<file path="config.mk">
export PLATFORM = sky130hd
export DESIGN_NAME = implicit_array_bst_insert_search_flat
export DESIGN_NICKNAME = d
export VERILOG_FILES = /design/src/hw/rtl/iabst_pkg.sv /design/src/hw/rtl/iabst_if.sv /design/src/hw/rtl/iabst_slot_mem.sv /design/src/hw/rtl/iabst_walk.sv /design/src/hw/rtl/implicit_array_bst_insert_search.sv /design/src/flat_wrapper.sv
export SDC_FILE = /design/constraint.sdc
export NUM_CORES = 2
export LEC_CHECK = 0
export BUFFER_PORTS_ARGS = -buffer_cell sky130_fd_sc_hd__buf_2
export CORE_ASPECT_RATIO = 0.7
export CORE_MARGIN = 10
export CORE_UTILIZATION = 50
export CTS_CLUSTER_SIZE = 25
export DETAILED_ROUTE_END_ITERATION = 10
export PLACE_DENSITY = 0.65
export SLEW_MARGIN = 0
export SYNTH_ARGS = -nofsm -noshare
export SYNTH_HDL_FRONTEND = slang
export SYNTH_HIERARCHICAL = 1
export SYNTH_MEMORY_MAX_BITS = 65536
export SYNTH_SLANG_ARGS = --single-unit
</file>
<file path="constraint.sdc">
create_clock -name clock -period 8.5 [get_ports clock]
set_input_delay 1.7 -clock clock [delete_from_list [all_inputs] [get_ports clock]]
set_output_delay 1.7 -clock clock [all_outputs]
set_load 0.1 [all_outputs]
</file>
<file path="src/hw/rtl/iabst_pkg.sv">
`default_nettype none
// ----------------------------------------------------------------------------
// iabst_pkg
// Shared types and constants of the implicit-index binary search tree.
// ----------------------------------------------------------------------------
package iabst_pkg;

   localparam int TABLE_SLOTS_DEF = 127;
   localparam int KEY_W           = 32;
   localparam int SLOT_W          = 7;
   localparam int STATUS_W        = 2;

   localparam logic MODE_INSERT = 1'b0;
   localparam logic MODE_SEARCH = 1'b1;

   typedef enum logic [STATUS_W-1:0] {
      ST_INSERTED  = 2'd0,
      ST_FULL      = 2'd1,
      ST_FOUND     = 2'd2,
      ST_NOT_FOUND = 2'd3
   } status_type;

   typedef struct packed {
      logic rd_en;
      logic wr_en;
      logic wr_valid;
   } mem_cmd_type;

endpackage
`default_nettype wire

</file>
<file path="src/hw/rtl/iabst_if.sv">
`default_nettype none
// ----------------------------------------------------------------------------
// iabst_if
// Request and response channels of the search tree: valid/ready plus payload.
// ----------------------------------------------------------------------------
interface iabst_req_if;
   logic                               valid;
   logic                               ready;
   logic                               mode;
   logic signed [iabst_pkg::KEY_W-1:0] key;
   logic [iabst_pkg::SLOT_W-1:0]       start_slot;

   modport source (output valid, mode, key, start_slot, input ready);
   modport sink (input valid, mode, key, start_slot, output ready);
endinterface

interface iabst_rsp_if;
   logic                            valid;
   logic                            ready;
   logic [iabst_pkg::STATUS_W-1:0]  status;
   logic [iabst_pkg::SLOT_W-1:0]    slot_index;

   modport source (output valid, status, slot_index, input ready);
   modport sink (input valid, status, slot_index, output ready);
endinterface
`default_nettype wire

</file>
<file path="src/hw/rtl/iabst_slot_mem.sv">
`default_nettype none
// ----------------------------------------------------------------------------
// iabst_slot_mem
// Slot table: key and valid flag per slot, one write and one registered read.
// ----------------------------------------------------------------------------
module iabst_slot_mem #(
   parameter int TABLE_SLOTS = iabst_pkg::TABLE_SLOTS_DEF,
   parameter int NW          = $clog2(TABLE_SLOTS + 1)
) (
   input  wire                          clock,
   input  iabst_pkg::mem_cmd_type       cmd,
   input  wire [NW-1:0]                 rd_addr,
   input  wire [NW-1:0]                 wr_addr,
   input  wire [iabst_pkg::KEY_W-1:0]   wr_key,
   output logic                         rd_valid,
   output logic [iabst_pkg::KEY_W-1:0]  rd_key
);
   import iabst_pkg::*;

   logic [KEY_W:0] slot_mem [1:TABLE_SLOTS];
   logic [KEY_W:0] rd_data_ff;

   always_ff @(posedge clock) begin
      if (cmd.wr_en) begin
         slot_mem[wr_addr] <= {cmd.wr_valid, wr_key};
      end
      if (cmd.rd_en) begin
         rd_data_ff <= slot_mem[rd_addr];
      end
   end

   assign rd_valid = rd_data_ff[KEY_W];
   assign rd_key   = rd_data_ff[KEY_W-1:0];

endmodule
`default_nettype wire

</file>
<file path="src/hw/rtl/iabst_walk.sv">
`default_nettype none
// ----------------------------------------------------------------------------
// iabst_walk
// Tree walk sequencer: clearing pass, one slot per cycle, result register.
// ----------------------------------------------------------------------------
module iabst_walk #(
   parameter int TABLE_SLOTS = iabst_pkg::TABLE_SLOTS_DEF,
   parameter int NW          = $clog2(TABLE_SLOTS + 1)
) (
   input  wire                          clock,
   input  wire                          reset,
   iabst_req_if.sink                    req_chan,
   iabst_rsp_if.source                  rsp_chan,
   output iabst_pkg::mem_cmd_type       mem_cmd,
   output logic [NW-1:0]                rd_addr,
   output logic [NW-1:0]                wr_addr,
   output logic [iabst_pkg::KEY_W-1:0]  wr_key,
   input  wire                          rd_valid,
   input  wire [iabst_pkg::KEY_W-1:0]   rd_key
);
   import iabst_pkg::*;

   typedef enum logic [1:0] {
      S_CLEAR,
      S_IDLE,
      S_EVAL,
      S_DONE
   } state_type;

   localparam logic [NW:0]   CHILD_MAX = (NW+1)'(TABLE_SLOTS);
   localparam logic [NW-1:0] LAST_SLOT = NW'(TABLE_SLOTS);
   localparam logic [NW-1:0] ROOT_SLOT = NW'(1);

   state_type          state_ff, state_in;
   logic [NW-1:0]      node_ff, node_in;
   logic [NW-1:0]      clr_ff, clr_in;
   logic               mode_ff, mode_in;
   logic [KEY_W-1:0]   key_ff, key_in;
   status_type         res_status_ff, res_status_in;
   logic [SLOT_W-1:0]  res_slot_ff, res_slot_in;
   logic               rsp_valid_ff, rsp_valid_in;
   status_type         rsp_status_ff, rsp_status_in;
   logic [SLOT_W-1:0]  rsp_slot_ff, rsp_slot_in;

   logic               go_right;
   logic [NW:0]        child;
   logic               child_over;
   logic               start_ok;

   assign go_right   = !($signed(key_ff) < $signed(rd_key));
   assign child      = {node_ff, go_right};
   assign child_over = child > CHILD_MAX;
   assign start_ok   = (req_chan.start_slot != '0) &&
                       (32'(req_chan.start_slot) <= TABLE_SLOTS);

   assign req_chan.ready      = (state_ff == S_IDLE);
   assign rsp_chan.valid      = rsp_valid_ff;
   assign rsp_chan.status     = rsp_status_ff;
   assign rsp_chan.slot_index = rsp_slot_ff;

   always_comb begin
      state_in      = state_ff;
      node_in       = node_ff;
      clr_in        = clr_ff;
      mode_in       = mode_ff;
      key_in        = key_ff;
      res_status_in = res_status_ff;
      res_slot_in   = res_slot_ff;
      rsp_valid_in  = rsp_valid_ff;
      rsp_status_in = rsp_status_ff;
      rsp_slot_in   = rsp_slot_ff;
      mem_cmd       = '0;
      rd_addr       = node_ff;
      wr_addr       = node_ff;
      wr_key        = key_ff;

      if (rsp_valid_ff && rsp_chan.ready) begin
         rsp_valid_in = 1'b0;
      end

      case (state_ff)
         S_CLEAR: begin
            mem_cmd.wr_en = 1'b1;
            wr_addr       = clr_ff;
            if (clr_ff == LAST_SLOT) begin
               state_in = S_IDLE;
            end else begin
               clr_in = clr_ff + NW'(1);
            end
         end
         S_IDLE: begin
            if (req_chan.valid) begin
               mode_in = req_chan.mode;
               key_in  = req_chan.key;
               if (req_chan.mode == MODE_INSERT) begin
                  node_in       = ROOT_SLOT;
                  rd_addr       = ROOT_SLOT;
                  mem_cmd.rd_en = 1'b1;
                  state_in      = S_EVAL;
               end else if (start_ok) begin
                  node_in       = NW'(req_chan.start_slot);
                  rd_addr       = NW'(req_chan.start_slot);
                  mem_cmd.rd_en = 1'b1;
                  state_in      = S_EVAL;
               end else begin
                  res_status_in = ST_NOT_FOUND;
                  res_slot_in   = '0;
                  state_in      = S_DONE;
               end
            end
         end
         S_EVAL: begin
            if (!rd_valid) begin
               res_slot_in = SLOT_W'(node_ff);
               state_in    = S_DONE;
               if (mode_ff == MODE_INSERT) begin
                  mem_cmd.wr_en    = 1'b1;
                  mem_cmd.wr_valid = 1'b1;
                  res_status_in    = ST_INSERTED;
               end else begin
                  res_status_in = ST_NOT_FOUND;
               end
            end else if ((mode_ff == MODE_SEARCH) && (key_ff == rd_key)) begin
               res_status_in = ST_FOUND;
               res_slot_in   = SLOT_W'(node_ff);
               state_in      = S_DONE;
            end else if (child_over) begin
               res_status_in = (mode_ff == MODE_INSERT) ? ST_FULL : ST_NOT_FOUND;
               res_slot_in   = '0;
               state_in      = S_DONE;
            end else begin
               node_in       = child[NW-1:0];
               rd_addr       = child[NW-1:0];
               mem_cmd.rd_en = 1'b1;
            end
         end
         S_DONE: begin
            if (!rsp_valid_ff || rsp_chan.ready) begin
               rsp_valid_in  = 1'b1;
               rsp_status_in = res_status_ff;
               rsp_slot_in   = res_slot_ff;
               state_in      = S_IDLE;
            end
         end
         default: begin
            state_in = S_IDLE;
         end
      endcase
   end

   always_ff @(posedge clock) begin
      if (reset) begin
         state_ff     <= S_CLEAR;
         clr_ff       <= ROOT_SLOT;
         rsp_valid_ff <= 1'b0;
      end else begin
         state_ff     <= state_in;
         clr_ff       <= clr_in;
         rsp_valid_ff <= rsp_valid_in;
      end
      node_ff       <= node_in;
      mode_ff       <= mode_in;
      key_ff        <= key_in;
      res_status_ff <= res_status_in;
      res_slot_ff   <= res_slot_in;
      rsp_status_ff <= rsp_status_in;
      rsp_slot_ff   <= rsp_slot_in;
   end

   a_no_rw_overlap : assert property (@(posedge clock) disable iff (reset)
      !(mem_cmd.rd_en && mem_cmd.wr_en))
      else $error("slot table read and write in the same cycle");

   a_eval_has_read : assert property (@(posedge clock) disable iff (reset)
      (state_ff == S_EVAL) |-> $past(mem_cmd.rd_en))
      else $error("walk step without a preceding slot read");

   a_eval_node_nonzero : assert property (@(posedge clock) disable iff (reset)
      (state_ff == S_EVAL) |-> (node_ff != '0))
      else $error("walk on slot zero");

   a_clear_blocks_req : assert property (@(posedge clock) disable iff (reset)
      (state_ff == S_CLEAR) |-> !req_chan.ready)
      else $error("request taken during clearing pass");

   a_done_loads_rsp : assert property (@(posedge clock) disable iff (reset)
      ((state_ff == S_DONE) && (!rsp_valid_ff || rsp_chan.ready)) |=> rsp_valid_ff)
      else $error("result not presented after walk");

endmodule
`default_nettype wire

</file>
<file path="src/hw/rtl/implicit_array_bst_insert_search.sv">
`default_nettype none
// ----------------------------------------------------------------------------
// implicit_array_bst_insert_search
// Binary search tree in a slot table, slot 1 the root, children 2n and 2n+1.
//
// req_chan carries one transaction per operation: mode (insert or search),
// a signed 32-bit key and, for a search, the start slot. rsp_chan returns
// one transaction per request: status and slot index.
// After reset a clearing pass marks every slot empty, one slot per cycle;
// req_chan.ready stays low until it completes.
// An operation walks the slots in turn from its start slot (the root for an
// insert), then loads its result into the output register; only then is
// the next request taken. A search whose start slot lies outside the table
// visits no slot. The walk reads one slot of the slot memory per cycle and
// compares it.
// The result sits in an output register; a stalled receiver holds it there
// while the next request is walked, and the walk waits for the register to
// empty before presenting its own result.
// ----------------------------------------------------------------------------
module implicit_array_bst_insert_search #(
   parameter int TABLE_SLOTS = iabst_pkg::TABLE_SLOTS_DEF
) (
   input  wire          clock,
   input  wire          reset,
   iabst_req_if.sink    req_chan,
   iabst_rsp_if.source  rsp_chan
);
   import iabst_pkg::*;

   localparam int NW = $clog2(TABLE_SLOTS + 1);

   mem_cmd_type       mem_cmd;
   logic [NW-1:0]     rd_addr;
   logic [NW-1:0]     wr_addr;
   logic [KEY_W-1:0]  wr_key;
   logic              rd_valid;
   logic [KEY_W-1:0]  rd_key;

   iabst_walk #(
      .TABLE_SLOTS (TABLE_SLOTS),
      .NW          (NW)
   ) u_walk (
      .clock    (clock),
      .reset    (reset),
      .req_chan (req_chan),
      .rsp_chan (rsp_chan),
      .mem_cmd  (mem_cmd),
      .rd_addr  (rd_addr),
      .wr_addr  (wr_addr),
      .wr_key   (wr_key),
      .rd_valid (rd_valid),
      .rd_key   (rd_key)
   );

   iabst_slot_mem #(
      .TABLE_SLOTS (TABLE_SLOTS),
      .NW          (NW)
   ) u_slot_mem (
      .clock    (clock),
      .cmd      (mem_cmd),
      .rd_addr  (rd_addr),
      .wr_addr  (wr_addr),
      .wr_key   (wr_key),
      .rd_valid (rd_valid),
      .rd_key   (rd_key)
   );

endmodule
`default_nettype wire
</file>
<file path="src/flat_wrapper.sv">
// flat-port wrapper written by rule: the top's interface ports become plain ports
module implicit_array_bst_insert_search_flat import iabst_pkg::*;
#(
   parameter int TABLE_SLOTS = iabst_pkg::TABLE_SLOTS_DEF
)
  (clock, reset, req_chan_valid, req_chan_mode, req_chan_key, req_chan_start_slot, req_chan_ready, rsp_chan_valid, rsp_chan_status, rsp_chan_slot_index, rsp_chan_ready);
  iabst_req_if req_chan_i ();
  iabst_rsp_if rsp_chan_i ();
  input  wire clock;
  input  wire reset;
  input wire logic [$bits(req_chan_i.valid)-1:0] req_chan_valid;
  input wire logic [$bits(req_chan_i.mode)-1:0] req_chan_mode;
  input wire logic [$bits(req_chan_i.key)-1:0] req_chan_key;
  input wire logic [$bits(req_chan_i.start_slot)-1:0] req_chan_start_slot;
  output wire logic [$bits(req_chan_i.ready)-1:0] req_chan_ready;
  output wire logic [$bits(rsp_chan_i.valid)-1:0] rsp_chan_valid;
  output wire logic [$bits(rsp_chan_i.status)-1:0] rsp_chan_status;
  output wire logic [$bits(rsp_chan_i.slot_index)-1:0] rsp_chan_slot_index;
  input wire logic [$bits(rsp_chan_i.ready)-1:0] rsp_chan_ready;
  assign req_chan_i.valid = req_chan_valid;
  assign req_chan_i.mode = req_chan_mode;
  assign req_chan_i.key = req_chan_key;
  assign req_chan_i.start_slot = req_chan_start_slot;
  assign req_chan_ready = req_chan_i.ready;
  assign rsp_chan_valid = rsp_chan_i.valid;
  assign rsp_chan_status = rsp_chan_i.status;
  assign rsp_chan_slot_index = rsp_chan_i.slot_index;
  assign rsp_chan_i.ready = rsp_chan_ready;
  implicit_array_bst_insert_search #(.TABLE_SLOTS(TABLE_SLOTS)) u_core (.clock(clock), .reset(reset), .req_chan(req_chan_i), .rsp_chan(rsp_chan_i));
endmodule
</file>
### Yosys cells after proc, flatten, opt, wreduce, memory -nomap -nowiden

Memory sizes are Yosys's and may differ from the RTL's. A register that Yosys moved wholly into a read port is not among the register bits.
Cells that the tools add are included.

| word-level totals | value |
|---|---|
| register bits | 68 |
| latch bits | 0 |
| memory bits (writable) | 4191 |
| ROM bits | 0 |
| bits of input ports | 44 |
| logic and storage cells | 88 |
| memories kept | 1 |

Memory list:

| memory | words | width | rd ports | clocked after memory_dff | wr ports | line | source |
|---|---|---|---|---|---|---|---|
| u_core.u_slot_mem.slot_mem | 127 | 33 | 1 | 1 | 1 | iabst_slot_mem.sv:20 | `logic [KEY_W:0] slot_mem [1:TABLE_SLOTS];` |

| cells by class | value |
|---|---|
| add/sub/neg operators | 1 |
| multipliers | 0 |
| div/mod/pow operators | 0 |
| order comparisons | 2 |
| equality and inequality tests | 11 |
| shift-type cells | 0 |
| mux-type cells | 49 |
| bitwise logic cells | 1 |
| reductions and logical operators | 13 |

Operator list:

| kind | count |
|---|---|
| $mux W7 | 13 |
| $eq A32 B32 Y1 | 1 |
| $lt A32 B32 Y1 | 1 |
| $mux W2 | 16 |
| $pmux W7 S2 | 2 |
| $mux W1 | 14 |
| $ne A2 B2 Y1 const B | 5 |
| $gt A8 B7 Y1 const B | 1 |
| $pmux W2 S4 | 1 |
| $add A7 B1 Y7 const B | 1 |
| $eq A7 B7 Y1 const B | 1 |
| $reduce_bool A7 Y1 | 1 |
| $reduce_and A2 Y1 | 3 |
| $reduce_and A5 Y1 | 1 |
| $eq A2 B2 Y1 const B | 2 |
| $ne A4 B4 Y1 const B | 1 |
| $pmux W1 S2 | 2 |
| $pmux W2 S2 | 1 |
| $reduce_and A4 Y1 | 1 |
| $eq A2 B1 Y1 const B | 1 |
| $logic_and A1 B1 Y1 | 2 |
| $logic_not A1 Y1 | 2 |
| $logic_not A2 Y1 | 1 |
| $reduce_bool A2 Y1 | 1 |
| 2 further kinds | 2 |

### Logic depth before layout (Yosys ltp)

| logic depth | value |
|---|---|
| depth after elaboration | 7 |
| mapped depth | 19 |
| mapped depth without buffers | 13 |

### By module

The synthesis kept the hierarchy.

Modules (own cells, without submodules):

| module | times used | cells an instance | area an instance (µm²) | seq. area each (µm²) |
|---|---|---|---|---|
| iabst_slot_mem | 1 | 7056 | 161577.5 | 126841.7 |
| iabst_walk | 1 | 313 | 3559.7 | 1871.8 |

### Worst setup path before layout

No wires, ideal clock.

| path | value |
|---|---|
| path kind | flip-flop to flip-flop |
| start | reg u_core.u_walk.state_ff[0] |
| end | mem u_core/u_slot_mem/slot_mem[98][0] in the netlist's numbering, enable pin |
| library setup time | 0.464 ns |
| arrival | 7.176 ns |
| required time | 8.036 ns |
| slack | 0.860 ns |
| stages on the path, launching flop included | 10 |
| path buffers | 2 |
| period minus slack after synthesis | 7.640 ns |
| cells stage by stage | dfxtp_1 inv_1 ha_1 clkbuf_1 nand2_1 nor2_1 or2_2 clkbuf_1 nand4_1 nor3_1 |

RTL lines:

| element | line | source |
|---|---|---|
| start, declared | iabst_walk.sv:34 | `state_type state_ff, state_in;` |
| start signal, assigned | iabst_walk.sv:157 | `state_ff <= state_in;` |
| end, declared | iabst_slot_mem.sv:20 |  |

### Worst setup path in the final report

| path | value |
|---|---|
| start | reg u_core.u_slot_mem.rd_data_ff[18], read port of u_core.u_slot_mem.slot_mem |
| end | reg u_core.u_slot_mem.rd_data_ff[29], read port of u_core.u_slot_mem.slot_mem (data pin) |

| between the ends | value |
|---|---|
| longest elaborated chain between the ends | 7 |
| elaborated cells between the ends (all ways) | 13 |
| those cells by class | 2 x order compare; 1 x eq/ne; 8 x mux; 2 x reduce/logical |

Ends and longest elaborated chain:

| element | line | source |
|---|---|---|
| start, declared | iabst_slot_mem.sv:21 | `logic [KEY_W:0] rd_data_ff;` |
| $lt A32 B32 Y1 | iabst_walk.sv:50 | `assign go_right = !($signed(key_ff) < $signed(rd_key));` |
| $logic_not A1 Y1 | iabst_walk.sv:50 |  |
| $gt A8 B7 Y1 | iabst_walk.sv:52 | `assign child_over = child > CHILD_MAX;` |
| $mux W7 | iabst_walk.sv:127 | `end else if (child_over) begin` |
| $mux W7 * | iabst_walk.sv:123 | `end else if ((mode_ff == MODE_SEARCH) && (key_ff == rd_key)) begin` |
| $mux W7 * | iabst_walk.sv:113 | `if (!rd_valid) begin` |
| $pmux W7 S2 * | iabst_walk.sv:81 | `case (state_ff)` |
| via u_core.rd_addr[0] | implicit_array_bst_insert_search.sv:33 | `logic [NW-1:0] rd_addr;` |

The timed path passes the listed nets; every way through them passes the cells marked *.
A chain may end at the register's enable or synchronous reset.

==> qor.csv <==
stage,metric,value,unit
run_status,violations,"max-capacitance violations, max-slew violations",
power_and_ir_drop,vdd_drop_max,0.332,mV
sta,rsz0062_at_grt,false,
run_status,status,finished with violations,
critical_path,cp.arrival,8440,ps
clock_tree,htreeDepth,5,
synth,synthArstFlopShare,0,
drt,routed_via_density,6.67,
critical_path,worstSetupStartpoint,u_core/u_slot_mem/rd_data_ff[18]$_DFFE_PP_,
sta,skew,63.4,ps
drt,dr_wl_met3,63000,um
critical_path,worstPathBufferInverterCount,4,
finish,nNetsFinal,7882,
floorplanning,core_region_area,329000,um2
floorplanning,die_x,707,um
synth,synthFlopType,edfxtp_1,
clock_tree,holdBufCountCts,0,
finish,seqCellArea,129000,um2
synth,synth.avg_cell_area,22.4,um2
sta,fin_crit,7840,ps
finish,final_cell_mix,"4275 x edfxtp_1, 980 x mux4_2, 391 x clkbuf_16",
synth,synth-seq-cells,4292,
finish,multi_input_area,34900,um2
placement,gp_congestion,0.913,
drt,drt-total-wl,464000,um
sta,min_period_over_period,0.922,
power_and_ir_drop,p_leak,0.0568,uW
finish,syn2layout_area_growth,12.2,%
floorplanning,initial_utilization,0.503,
floorplanning,io-pin-count,55,
drt,drc_errors,0,
critical_path,end_kind,flop,
finish,fillers,23700,
finish,final_common_cell,edfxtp_1,
clock_tree,cts_resized,0,
critical_path,critPathMostFrequentCell,buf_12,
placement,io_buffers,54,
synth,synth-seq-area-share,0.779,
drt,vias,83200,
power_and_ir_drop,power,65600,uW
synth,yosysUniqueCellTypes,69,
clock_tree,clk_latency,950,ps
clock_tree,cts-root-buf,clkbuf_16,
global_route,antenna_found_initial,30,
hold_path,min_from,u_core/u_walk/res_slot_ff[4]$_SDFFCE_PN0P_,
clock_tree,cts_tree,done,
clock_tree,cts_buffers,384,
critical_path,r2r-start,u_core/u_slot_mem/rd_data_ff[18]$_DFFE_PP_,
synth,synth-edff-count,4275,
clock_tree,clock-sinks,4292,
sta,tightestPinTransition,1580,ps
critical_path,start_kind,flop,
drt,drtAntennaViolNets,0,
global_route,grt_pass1_wl,645000,um
global_route,grt_pass1_vias,80300,
drt,met2_length,201000,um
floorplanning,dieArea,354000,um2
synth,yosys_warnings,6,
clock_tree,clk_pin_slew,70,ps
critical_path,path_cells,inv_1 -> ha_1 -> nand2_1 -> o21ai_0 -> a221oi_1 -> mux2i_1 -> a41oi_1 -> o21ai_4 -> buf_12 -> buf_12 -> mux4_2 -> a22oi_1 -> a21oi_1 -> buf_4 -> a211oi_1 -> a222oi_1,
power_and_ir_drop,powerDensity,354,nW/um2
drt,wl_per_cell,37.2,um
global_route,grt_max_degree,113,
critical_path,path_max_fanout,68,
global_route,overflow,0,
synth,synth_nets,7450,
synth,synth_cells,7369,
floorplanning,die_y,501,um
drt,firstDrtPassIters,8,
sta,drv_slew,5,
hold_path,hold_path.class,reg -> reg,
critical_path,slowest_stage,o21ai_4,
critical_path,critPathKind,reg -> reg,
drt,wl_met1,181000,um
sta,setup_viol,0,
critical_path,crit_family,compound AO/OA/AOI/OAI gates,
critical_path,required,9100,ps
sta,fmax,0.128,GHz
clock_tree,clockBufferDepth,4,
drt,top_layer_used,met5,
drt,drt-initial-drc-count,13500,
sta,finalSetupTns,0,ps
sta,maxSlewHeadroom,-0.0591,
global_route,track_usage,0.258,
placement,hpwl,273000,um
finish,drive_gt1_frac,0.275,
sta,hold_viol,0,
synth,netlist_area,165000,um2
floorplanning,rows,176,
clock_tree,cts_setup_buffers,0,
critical_path,max_stage_delay,1270,ps
run,drv_cap,3,
cells in the mapped netlist (3+ instances only):
cell | instances | area share
buf_6 | 55 | 0.0038
nand4_1 | 10 | 0.00038
mux4_2 | 980 | 0.13
buf_12 | 6 | 0.00073
a311oi_1 | 33 | 0.0018
and4_1 | 14 | 0.00074
and2_1 | 6 | 0.00023
nand3_1 | 60 | 0.0018
o211ai_1 | 15 | 0.00068
mux2i_1 | 324 | 0.020
a221oi_1 | 24 | 0.0013
xor2_1 | 3 | 0.00016
a21o_1 | 16 | 0.00073
a21oi_1 | 130 | 0.0039
ha_1 | 37 | 0.0028
a31oi_1 | 34 | 0.0013
buf_2 | 130 | 0.0039
mux2_2 | 97 | 0.0066
a22oi_1 | 94 | 0.0043
o22ai_1 | 105 | 0.0040
o21ai_0 | 8 | 0.00024
inv_1 | 41 | 0.00093
buf_1 | 22 | 0.00050
o221ai_1 | 20 | 0.0011
nand2_1 | 170 | 0.0039
nand2b_1 | 33 | 0.0013
buf_8 | 6 | 0.00055
a22o_1 | 15 | 0.00080
nor2b_1 | 19 | 0.00072
a222oi_1 | 33 | 0.0020
nor3_1 | 11 | 0.00033
buf_4 | 55 | 0.0025
nor2_1 | 235 | 0.0053
edfxtp_1 | 4275 | 0.78
a211oi_1 | 54 | 0.0025
clkbuf_1 | 134 | 0.0030
and3_1 | 7 | 0.00027
or2_2 | 4 | 0.00015
dfxtp_1 | 17 | 0.0021
report_power, final:
group          leakage [uW]  internal [uW]  switching (uW)
combinational        0.0123           8140           15600
clock               0.00592           9560            7620
sequential           0.0386          24500             189
total                0.0568          42200           23400
path summary, 6_finish.rpt:
kind	to	slack, ps	cells past startpoint
setup / recovery	u_core/u_slot_mem/rd_data_ff[29]$_DFFE_PP_	660	16
hold / removal	u_core/u_walk/rsp_chan.slot_index[4]$_DFFE_PP_	420	0
setup reg to reg	u_core/u_slot_mem/rd_data_ff[29]$_DFFE_PP_	660	16
hold reg to reg	u_core/u_walk/rsp_chan.slot_index[4]$_DFFE_PP_	420	0
logic make-up after synthesis:
group	share of synthesized area
buffers and inverters	0.0160
adder cells (fa/ha/maj)	0.00280
AO/OA/AOI/OAI	0.0255
flip-flops	0.779
AND/OR/NAND/NOR	0.0161
multiplexers	0.160
XOR/XNOR	0.000265
area by class of cell:
type / instances / share of cell area
flip-flops and latches: 4292 / 0.695
multi-input cells: 2626 / 0.189
clock buffers: 473 / 0.0546
well taps: 4361 / 0.0295
repair buffers: 455 / 0.0204
clock inverters: 212 / 0.0111
inverters: 42 / 0.000851
diodes: 9 / 0.000122
per-layer routing:
layer,up-vias,track usage
li1,32100,-
met1,44500,0.378
met2,5659,0.368
met3,843,0.0807
met4,14,0.0856
met5,-,0.00120
sequential cells by signal, indices dropped and copies added, names as in the netlist:
signal / cells
u_core/u_slot_mem/slot_mem: 4191
u_core/u_slot_mem/rd_data_ff: 33
u_core/u_walk/wr_key: 32
u_core/u_walk/clr_ff: 7
u_core/u_walk/node_ff: 7
u_core/u_walk/res_slot_ff: 7
u_core/u_walk/rsp_chan.slot_index: 7
u_core/u_walk/res_status_ff: 2
u_core/u_walk/rsp_chan.status: 2
u_core/u_walk/state_ff: 2
u_core/u_walk/mode_ff: 1
u_core/u_walk/rsp_chan.valid: 1
through the flow:
| stage | worst slack, ps | util | cell area, um2 | cells | hold slack, ps |
|---|---|---|---|---|---|
| floorplan | 860 | - | 165000 | 7369 | 400 |
| global placement | 556 | 0.527 | 173000 | 11800 | 409 |
| detailed placement | 961 | 0.527 | 173000 | 11800 | 405 |
| CTS | 1180 | 0.564 | 185000 | 12500 | 416 |
| global route | 700 | 0.564 | 185000 | 12500 | 437 |
| finish | 659 | 0.564 | 185000 | 12500 | 417 |
Note: power is estimated with default switching activity, not from simulation.
